## config.mk

```make
export PLATFORM = sky130hd
export DESIGN_NAME = hdiff_laplacian_flux
export DESIGN_NICKNAME = d
export VERILOG_FILES = /design/src/design/hdlf_pkg.sv /design/src/design/hdiff_laplacian_flux.sv /design/src/design/hdlf_front.sv /design/src/design/hdlf_queue.sv /design/src/design/hdlf_back.sv
export SDC_FILE = /design/constraint.sdc
export NUM_CORES = 2
export LEC_CHECK = 0
export BUFFER_PORTS_ARGS = -buffer_cell sky130_fd_sc_hd__buf_2
export CORE_MARGIN = 2
export CORE_UTILIZATION = 23
export CTS_BUF_LIST = sky130_fd_sc_hd__clkbuf_2
export DETAILED_ROUTE_END_ITERATION = 8
export PLACE_DENSITY_LB_ADDON = 0.15
export SLEW_MARGIN = 40
export SYNTH_ARGS = -nofsm -noshare
export SYNTH_HDL_FRONTEND = slang
export SYNTH_SLANG_ARGS = --single-unit
```

## constraint.sdc

```tcl
create_clock -name clk_i -period 34.6 [get_ports clk_i]
set_input_delay 6.92 -clock clk_i [delete_from_list [all_inputs] [get_ports clk_i]]
set_output_delay 6.92 -clock clk_i [all_outputs]
set_load 0.1 [all_outputs]
```

## src/design/hdlf_pkg.sv

```systemverilog
`default_nettype none

package hdlf_pkg;

  // Default sample width and fixed result width
  localparam int SampleWidthDef = 32;
  localparam int FluxW          = 32;

  // Stencil geometry
  localparam int NRows     = 5;
  localparam int NCols     = 5;
  localparam int FillW     = 3;
  localparam logic [FillW-1:0] FillFull = FillW'(NCols);

  // Laplacian queue between front and back
  localparam int QueueDepth = 2;
  localparam int QueuePtrW  = $clog2(QueueDepth);
  localparam int QueueCntW  = $clog2(QueueDepth + 1);

  // Five saturated Laplacians around the centre point
  typedef struct packed {
    logic signed [FluxW-1:0] south;
    logic signed [FluxW-1:0] north;
    logic signed [FluxW-1:0] east;
    logic signed [FluxW-1:0] west;
    logic signed [FluxW-1:0] centre;
  } lap_set_t;

  // Queue status seen by the front and the back
  typedef struct packed {
    logic full;
    logic empty;
  } q_stat_t;

endpackage

`default_nettype wire

```

## src/design/hdiff_laplacian_flux.sv

```systemverilog
// Horizontal-diffusion Laplacian flux stencil. Each input transfer carries one grid column
// (rows 0..4); a five-column sliding window forms five saturated Laplacians around the centre
// point and emits west, east, north and south fluxes (32-bit wrap). tuser marks the first
// column of a row; the first four columns of a row give no output. One column is taken every
// cycle while the Laplacian queue has room. The window register loads at the input transfer,
// the Laplacians then enter the queue and the flux output register loads from the queue. A
// two-entry Laplacian queue plus the output register absorb downstream stalls.
`default_nettype none

module hdiff_laplacian_flux #(
  parameter int SAMPLE_WIDTH = hdlf_pkg::SampleWidthDef
) (
  input  wire logic                                   clk_i,
  input  wire logic                                   rst_ni,
  input  wire logic                                   s_axis_tvalid,
  output logic                                        s_axis_tready,
  // sample_row0, sample_row1, sample_row2, sample_row3, sample_row4, zero pad
  input  wire logic [((hdlf_pkg::NRows*SAMPLE_WIDTH+7)/8)*8-1:0] s_axis_tdata,
  // row_start
  input  wire logic                                   s_axis_tuser,
  output logic                                        m_axis_tvalid,
  input  wire logic                                   m_axis_tready,
  // flux_west, flux_east, flux_north, flux_south
  output logic [4*hdlf_pkg::FluxW-1:0]                m_axis_tdata
);

  localparam int SampW = hdlf_pkg::NRows * SAMPLE_WIDTH;

  logic               push, pop;
  hdlf_pkg::lap_set_t push_data, pop_data;
  hdlf_pkg::q_stat_t  q_stat;

  hdlf_front #(
    .SAMPLE_WIDTH (SAMPLE_WIDTH)
  ) u_front (
    .clk_i          (clk_i),
    .rst_ni         (rst_ni),
    .in_valid_i     (s_axis_tvalid),
    .in_ready_o     (s_axis_tready),
    .in_samples_i   (s_axis_tdata[SampW-1:0]),
    .in_row_start_i (s_axis_tuser),
    .q_stat_i       (q_stat),
    .push_o         (push),
    .push_data_o    (push_data)
  );

  hdlf_queue u_queue (
    .clk_i       (clk_i),
    .rst_ni      (rst_ni),
    .push_i      (push),
    .push_data_i (push_data),
    .pop_i       (pop),
    .pop_data_o  (pop_data),
    .stat_o      (q_stat)
  );

  hdlf_back u_back (
    .clk_i       (clk_i),
    .rst_ni      (rst_ni),
    .q_stat_i    (q_stat),
    .pop_data_i  (pop_data),
    .pop_o       (pop),
    .out_valid_o (m_axis_tvalid),
    .out_ready_i (m_axis_tready),
    .out_data_o  (m_axis_tdata)
  );

`ifndef SYNTHESIS
  a_no_push_full: assert property (@(posedge clk_i) disable iff (!rst_ni)
    push |-> !q_stat.full)
    else $error("push into full Laplacian queue");

  a_no_pop_empty: assert property (@(posedge clk_i) disable iff (!rst_ni)
    pop |-> !q_stat.empty)
    else $error("pop from empty Laplacian queue");

  a_stall_cause: assert property (@(posedge clk_i) disable iff (!rst_ni)
    !s_axis_tready |-> q_stat.full)
    else $error("input stalled while queue has room");

  a_drain: assert property (@(posedge clk_i) disable iff (!rst_ni)
    (!q_stat.empty && !m_axis_tvalid) |=> m_axis_tvalid)
    else $error("queued result not moved to output register");
`endif

endmodule

`default_nettype wire

```

## src/design/hdlf_front.sv

```systemverilog
`default_nettype none

module hdlf_front #(
  parameter int SAMPLE_WIDTH = hdlf_pkg::SampleWidthDef
) (
  input  wire logic                                 clk_i,
  input  wire logic                                 rst_ni,
  input  wire logic                                 in_valid_i,
  output logic                                      in_ready_o,
  input  wire logic [hdlf_pkg::NRows*SAMPLE_WIDTH-1:0] in_samples_i,
  input  wire logic                                 in_row_start_i,
  input  wire hdlf_pkg::q_stat_t                    q_stat_i,
  output logic                                      push_o,
  output hdlf_pkg::lap_set_t                        push_data_o
);

  localparam int SW   = SAMPLE_WIDTH;
  localparam int LapW = (SW + 3 > hdlf_pkg::FluxW + 1) ? SW + 3 : hdlf_pkg::FluxW + 1;
  localparam int FW   = hdlf_pkg::FluxW;

  logic signed [SW-1:0] win_q [hdlf_pkg::NRows][hdlf_pkg::NCols];
  logic [hdlf_pkg::FillW-1:0] fill_q, fill_d;
  logic res_valid_q, res_valid_d;
  logic accept;

  function automatic logic signed [LapW-1:0] sx(input logic signed [SW-1:0] v);
    sx = {{(LapW-SW){v[SW-1]}}, v};
  endfunction

  function automatic logic signed [FW-1:0] lap5(
    input logic signed [SW-1:0] c,
    input logic signed [SW-1:0] n,
    input logic signed [SW-1:0] s,
    input logic signed [SW-1:0] w,
    input logic signed [SW-1:0] e
  );
    logic signed [LapW-1:0] raw;
    logic [LapW-FW:0] top;
    raw = (sx(c) <<< 2) - sx(n) - sx(s) - sx(w) - sx(e);
    top = raw[LapW-1:FW-1];
    if ((&top) || !(|top)) begin
      lap5 = raw[FW-1:0];
    end else if (raw[LapW-1]) begin
      lap5 = {1'b1, {(FW-1){1'b0}}};
    end else begin
      lap5 = {1'b0, {(FW-1){1'b1}}};
    end
  endfunction

  // Window may advance once its pending result has gone into the queue
  assign in_ready_o = !res_valid_q || !q_stat_i.full;
  assign accept     = in_valid_i && in_ready_o;
  assign push_o     = res_valid_q && !q_stat_i.full;

  always_comb begin
    fill_d = fill_q;
    if (in_row_start_i) begin
      fill_d = hdlf_pkg::FillW'(1);
    end else if (fill_q != hdlf_pkg::FillFull) begin
      fill_d = fill_q + hdlf_pkg::FillW'(1);
    end
  end

  always_comb begin
    res_valid_d = res_valid_q && q_stat_i.full;
    if (accept) begin
      res_valid_d = (fill_d == hdlf_pkg::FillFull);
    end
  end

  always_ff @(posedge clk_i or negedge rst_ni) begin
    if (!rst_ni) begin
      fill_q      <= '0;
      res_valid_q <= 1'b0;
    end else begin
      res_valid_q <= res_valid_d;
      if (accept) begin
        fill_q <= fill_d;
      end
    end
  end

  // Column window, oldest column at index 0
  always_ff @(posedge clk_i) begin
    if (accept) begin
      for (int r = 0; r < hdlf_pkg::NRows; r++) begin
        for (int k = 0; k < hdlf_pkg::NCols - 1; k++) begin
          win_q[r][k] <= in_row_start_i ? '0 : win_q[r][k+1];
        end
        win_q[r][hdlf_pkg::NCols-1] <= in_samples_i[r*SW +: SW];
      end
    end
  end

  always_comb begin
    push_data_o.centre = lap5(win_q[2][2], win_q[1][2], win_q[3][2], win_q[2][1], win_q[2][3]);
    push_data_o.west   = lap5(win_q[2][1], win_q[1][1], win_q[3][1], win_q[2][0], win_q[2][2]);
    push_data_o.east   = lap5(win_q[2][3], win_q[1][3], win_q[3][3], win_q[2][2], win_q[2][4]);
    push_data_o.north  = lap5(win_q[1][2], win_q[0][2], win_q[2][2], win_q[1][1], win_q[1][3]);
    push_data_o.south  = lap5(win_q[3][2], win_q[2][2], win_q[4][2], win_q[3][1], win_q[3][3]);
  end

endmodule

`default_nettype wire

```

## src/design/hdlf_queue.sv

```systemverilog
`default_nettype none

module hdlf_queue (
  input  wire logic               clk_i,
  input  wire logic               rst_ni,
  input  wire logic               push_i,
  input  wire hdlf_pkg::lap_set_t push_data_i,
  input  wire logic               pop_i,
  output hdlf_pkg::lap_set_t      pop_data_o,
  output hdlf_pkg::q_stat_t       stat_o
);

  hdlf_pkg::lap_set_t mem_q [hdlf_pkg::QueueDepth];
  logic [hdlf_pkg::QueuePtrW-1:0] wr_ptr_q, rd_ptr_q;
  logic [hdlf_pkg::QueueCntW-1:0] count_q;

  assign stat_o.full  = (count_q == hdlf_pkg::QueueCntW'(hdlf_pkg::QueueDepth));
  assign stat_o.empty = (count_q == '0);
  assign pop_data_o   = mem_q[rd_ptr_q];

  always_ff @(posedge clk_i) begin
    if (push_i) begin
      mem_q[wr_ptr_q] <= push_data_i;
    end
  end

  always_ff @(posedge clk_i or negedge rst_ni) begin
    if (!rst_ni) begin
      wr_ptr_q <= '0;
      rd_ptr_q <= '0;
      count_q  <= '0;
    end else begin
      if (push_i) begin
        wr_ptr_q <= wr_ptr_q + hdlf_pkg::QueuePtrW'(1);
      end
      if (pop_i) begin
        rd_ptr_q <= rd_ptr_q + hdlf_pkg::QueuePtrW'(1);
      end
      case ({push_i, pop_i})
        2'b10:   count_q <= count_q + hdlf_pkg::QueueCntW'(1);
        2'b01:   count_q <= count_q - hdlf_pkg::QueueCntW'(1);
        default: count_q <= count_q;
      endcase
    end
  end

endmodule

`default_nettype wire

```

## src/design/hdlf_back.sv

```systemverilog
`default_nettype none

module hdlf_back (
  input  wire logic                             clk_i,
  input  wire logic                             rst_ni,
  input  wire hdlf_pkg::q_stat_t                q_stat_i,
  input  wire hdlf_pkg::lap_set_t               pop_data_i,
  output logic                                  pop_o,
  output logic                                  out_valid_o,
  input  wire logic                             out_ready_i,
  output logic [4*hdlf_pkg::FluxW-1:0]          out_data_o
);

  localparam int FW = hdlf_pkg::FluxW;

  logic            out_valid_q;
  logic [FW-1:0]   west_q, east_q, north_q, south_q;

  // Output register refills in the same cycle its transfer completes
  assign pop_o       = !q_stat_i.empty && (!out_valid_q || out_ready_i);
  assign out_valid_o = out_valid_q;
  assign out_data_o  = {south_q, north_q, east_q, west_q};

  always_ff @(posedge clk_i or negedge rst_ni) begin
    if (!rst_ni) begin
      out_valid_q <= 1'b0;
    end else if (pop_o) begin
      out_valid_q <= 1'b1;
    end else if (out_ready_i) begin
      out_valid_q <= 1'b0;
    end
  end

  always_ff @(posedge clk_i) begin
    if (pop_o) begin
      west_q  <= pop_data_i.centre - pop_data_i.west;
      east_q  <= pop_data_i.east   - pop_data_i.centre;
      north_q <= pop_data_i.centre - pop_data_i.north;
      south_q <= pop_data_i.south  - pop_data_i.centre;
    end
  end

endmodule

`default_nettype wire

```

==> flow_summary.ini <==
[clock_network]
clockBufferDepth = 4
cts_tree = built
post_cts_resized = 0
cts_buffers = 317
insertion_delay_ns = 1.72
htree_levels = 5
cts_num_sinks = 1065
clk_pin_slew_worst_paths_ns = 0.11
postCtsSetupRepairBufs = 0
cts.root.buffer_cell = clkbuf_2
postCtsHoldBufs = 0

[global_route]
grt_antenna_before_repair = 25
grt_pass1_wl_um = 291000
use_met3_pct = 2.63
grt_pass1_vias = 42900
use_met1_pct = 21.9
grt.overflow.total = 0
top_usage_layer = met1
met2_usage_pct = 18.4
grt_max_degree = 148
grtUsageTotal_pct = 13.7

[synth]
synth_compound_area_share_pct = 9.43
synthXorXnorAreaFrac_pct = 3.76
synth_top_family_by_area = adder cells
ys_ff_latch = 1065
synth_cells = 5452
seq_area_frac_synth_pct = 48.7
synth_ff_type = edfxtp_1
synthSimpleGateAreaFrac_pct = 7.56
synth_area_um2 = 65600
synth_fp_nets = 6423
synth.avg_cell_area_um2 = 12.0
synth_adder_area_share_pct = 21.0
synthMuxAreaShare_pct = 2.52
synth_edf_count = 1056
yosys_warnings = 0
synth_cell_types = 98
synthArstFlopShare_pct = 0.845

[setup_path]
critPathKind = register to output pin
cp_data_required_time_ns = 27.68
crit_path_max_fanout = 5
timing.rr.end = u_queue.mem_q[1][91]$_DFFE_PP_
cp-start-kind = register
rr_startpoint = u_front.win_q[2][64]$_SDFFCE_PP0P_
cp-end-kind = output pin
r2r_cells = 18
arrival_ns = 2.79
rrSetupSlack_ns = 27.65

[route]
drcViolationCount = 0
drt-total-wl_um = 200000
viasPerCell = 4.10
routedWlPerCell_um = 20.1
ant_nets = 0
initialDrtViolationCount = 2556
dr.pass1.iters = 5
vias = 40800

[worst_hold_path]
hold_end = u_front.win_q[4][89]$_SDFFCE_PP0P_
hold_start = u_front.win_q[4][57]$_SDFFCE_PP0P_
whs_path_depth = 1
worst_hold_path_type = register to register

[placement]
dpl.hpwl_um = 158000
portBuffers = 294
gp_congestion = 0.833

[floorplan]
core_um2 = 284000
dieArea_um2 = 290000
rows = 196
die_h_um = 538
io_pins = 295
fp.dieW_um = 538
initial_core_util_pct = 23.1

[sta]
finalSetupViolations = 0
rsz0062_at_grt = false
final-hold-violation-count = 0
maxSlewViolCount = 0
min_period_ns = 9.71
tns_ns = 0
fmax_ghz = 0.103
clock_skew_ns = 0.157
max_slew.worst_pin.slew_ns = 0.942
slew-limit-headroom_pct = 36.5
post-route-period-util_pct = 28.1

[finish]
drive_above_1_share_pct = 15.3
area_delta_synth_final_pct = 13.7
layout_common_cells = 1,090 x inv_1, 1,056 x edfxtp_1, 489 x fa_1
nets = 6937
layout_commonest_cell = inv_1

[job]
max_cap_violations = 0

[outcome]
status = finished, final reports clean
[final cells by class]
cell class	count	area [um2]
Timing Repair Buffer	332	1940
Tap cell	3762	4710
Clock inverter	91	539
Fill cell	30000	210000
Clock buffer	447	2240
Antenna cell	5	12.5
Sequential cell	1065	31900
Multi-Input combinational cell	3160	29100
Inverter	1090	4090
[metrics by stage]
step	cell area, um2	hold slack (ns)	utilization [%]	cells	worst slack, ns
2_1_floorplan	65600	0.461	-	5452	8.59
3_3_place_gp	71600	0.519	25.2	9402	23.26
3_5_place_dp	71700	0.520	25.2	9406	23.67
4_1_cts	74500	0.373	26.2	9944	24.49
5_1_grt	74600	0.396	26.2	9948	24.62
6_report	74600	0.418	26.2	9952	24.89
[cell families (layout without fill, tap and decap cells)]
logic type               count (synthesis)  after routing
AO/OA/AOI/OAI                          935            935
AND/OR/NAND/NOR                        982            982
adder cells (fa/ha/maj)                806            806
buffers and inverters                 1227           1960
XOR/XNOR                               279            279
multiplexers                           158            158
other                                    0              5
flip-flops                            1065           1065
[sequential cells by signal, summed over array words and instances (netlist names), 2 cells and up]
signal	cells
u_front.fill_q	3
u_back.west_q	32
u_back.east_q	32
u_front.win_q	608
u_back.south_q	32
u_queue.mem_q	320
u_queue.count_q	2
u_back.north_q	32
[Yosys cell counts (30+ instances only)]
library cell | count | area (um2)
xor2_1 | 101 | 885
nor2b_1 | 266 | 1660
o21a_1 | 30 | 225
nor2_1 | 331 | 1240
mux2i_1 | 98 | 981
xnor2_1 | 175 | 1530
o21bai_1 | 48 | 360
inv_1 | 1090 | 4090
a21o_1 | 206 | 1550
fa_1 | 489 | 9790
nand3_1 | 58 | 290
edfxtp_1 | 1056 | 31700
o21ai_0 | 168 | 841
ha_1 | 317 | 3970
clkbuf_1 | 111 | 417
nand2b_1 | 31 | 194
a21oi_1 | 253 | 1270
mux2_2 | 60 | 676
and3_1 | 35 | 219
a31oi_1 | 30 | 188
nand2_1 | 129 | 484
[routing by layer]
metal,up-vias,routed length (um)
met2,893,77300
met5,-,134
li1,19500,-
met4,22,4000
met1,20100,109000
met3,282,9470
[worst max-delay path: stages, from the launching register on]
cell and delay (ns):
dfrtp_1 0.44, nand3b_1 0.20, buf_2 0.46
[worst max-delay path by stage]
stage | cells after the start | endpoint | start | slack, ns
global route | 2 | s_axis_tready | u_queue.count_q[0]$_DFFE_PN0P_ | 24.62
CTS | 2 | s_axis_tready | u_queue.count_q[0]$_DFFE_PN0P_ | 24.49
global placement | 6 | u_front.win_q[0][77]$_SDFFCE_PP0P_ | s_axis_tvalid | 23.26
detailed placement | 6 | u_front.win_q[0][22]$_DFFE_PP_ | s_axis_tvalid | 23.67
floorplan | 4 | u_front.fill_q[1]$_DFFE_PN0P_ | s_axis_tvalid | 8.59
finish | 2 | s_axis_tready | u_queue.count_q[0]$_DFFE_PN0P_ | 24.89
Power is left out: the tool's default activity adds up to more than one toggle a clock period on the data nets, which glitch-free logic cannot reach.
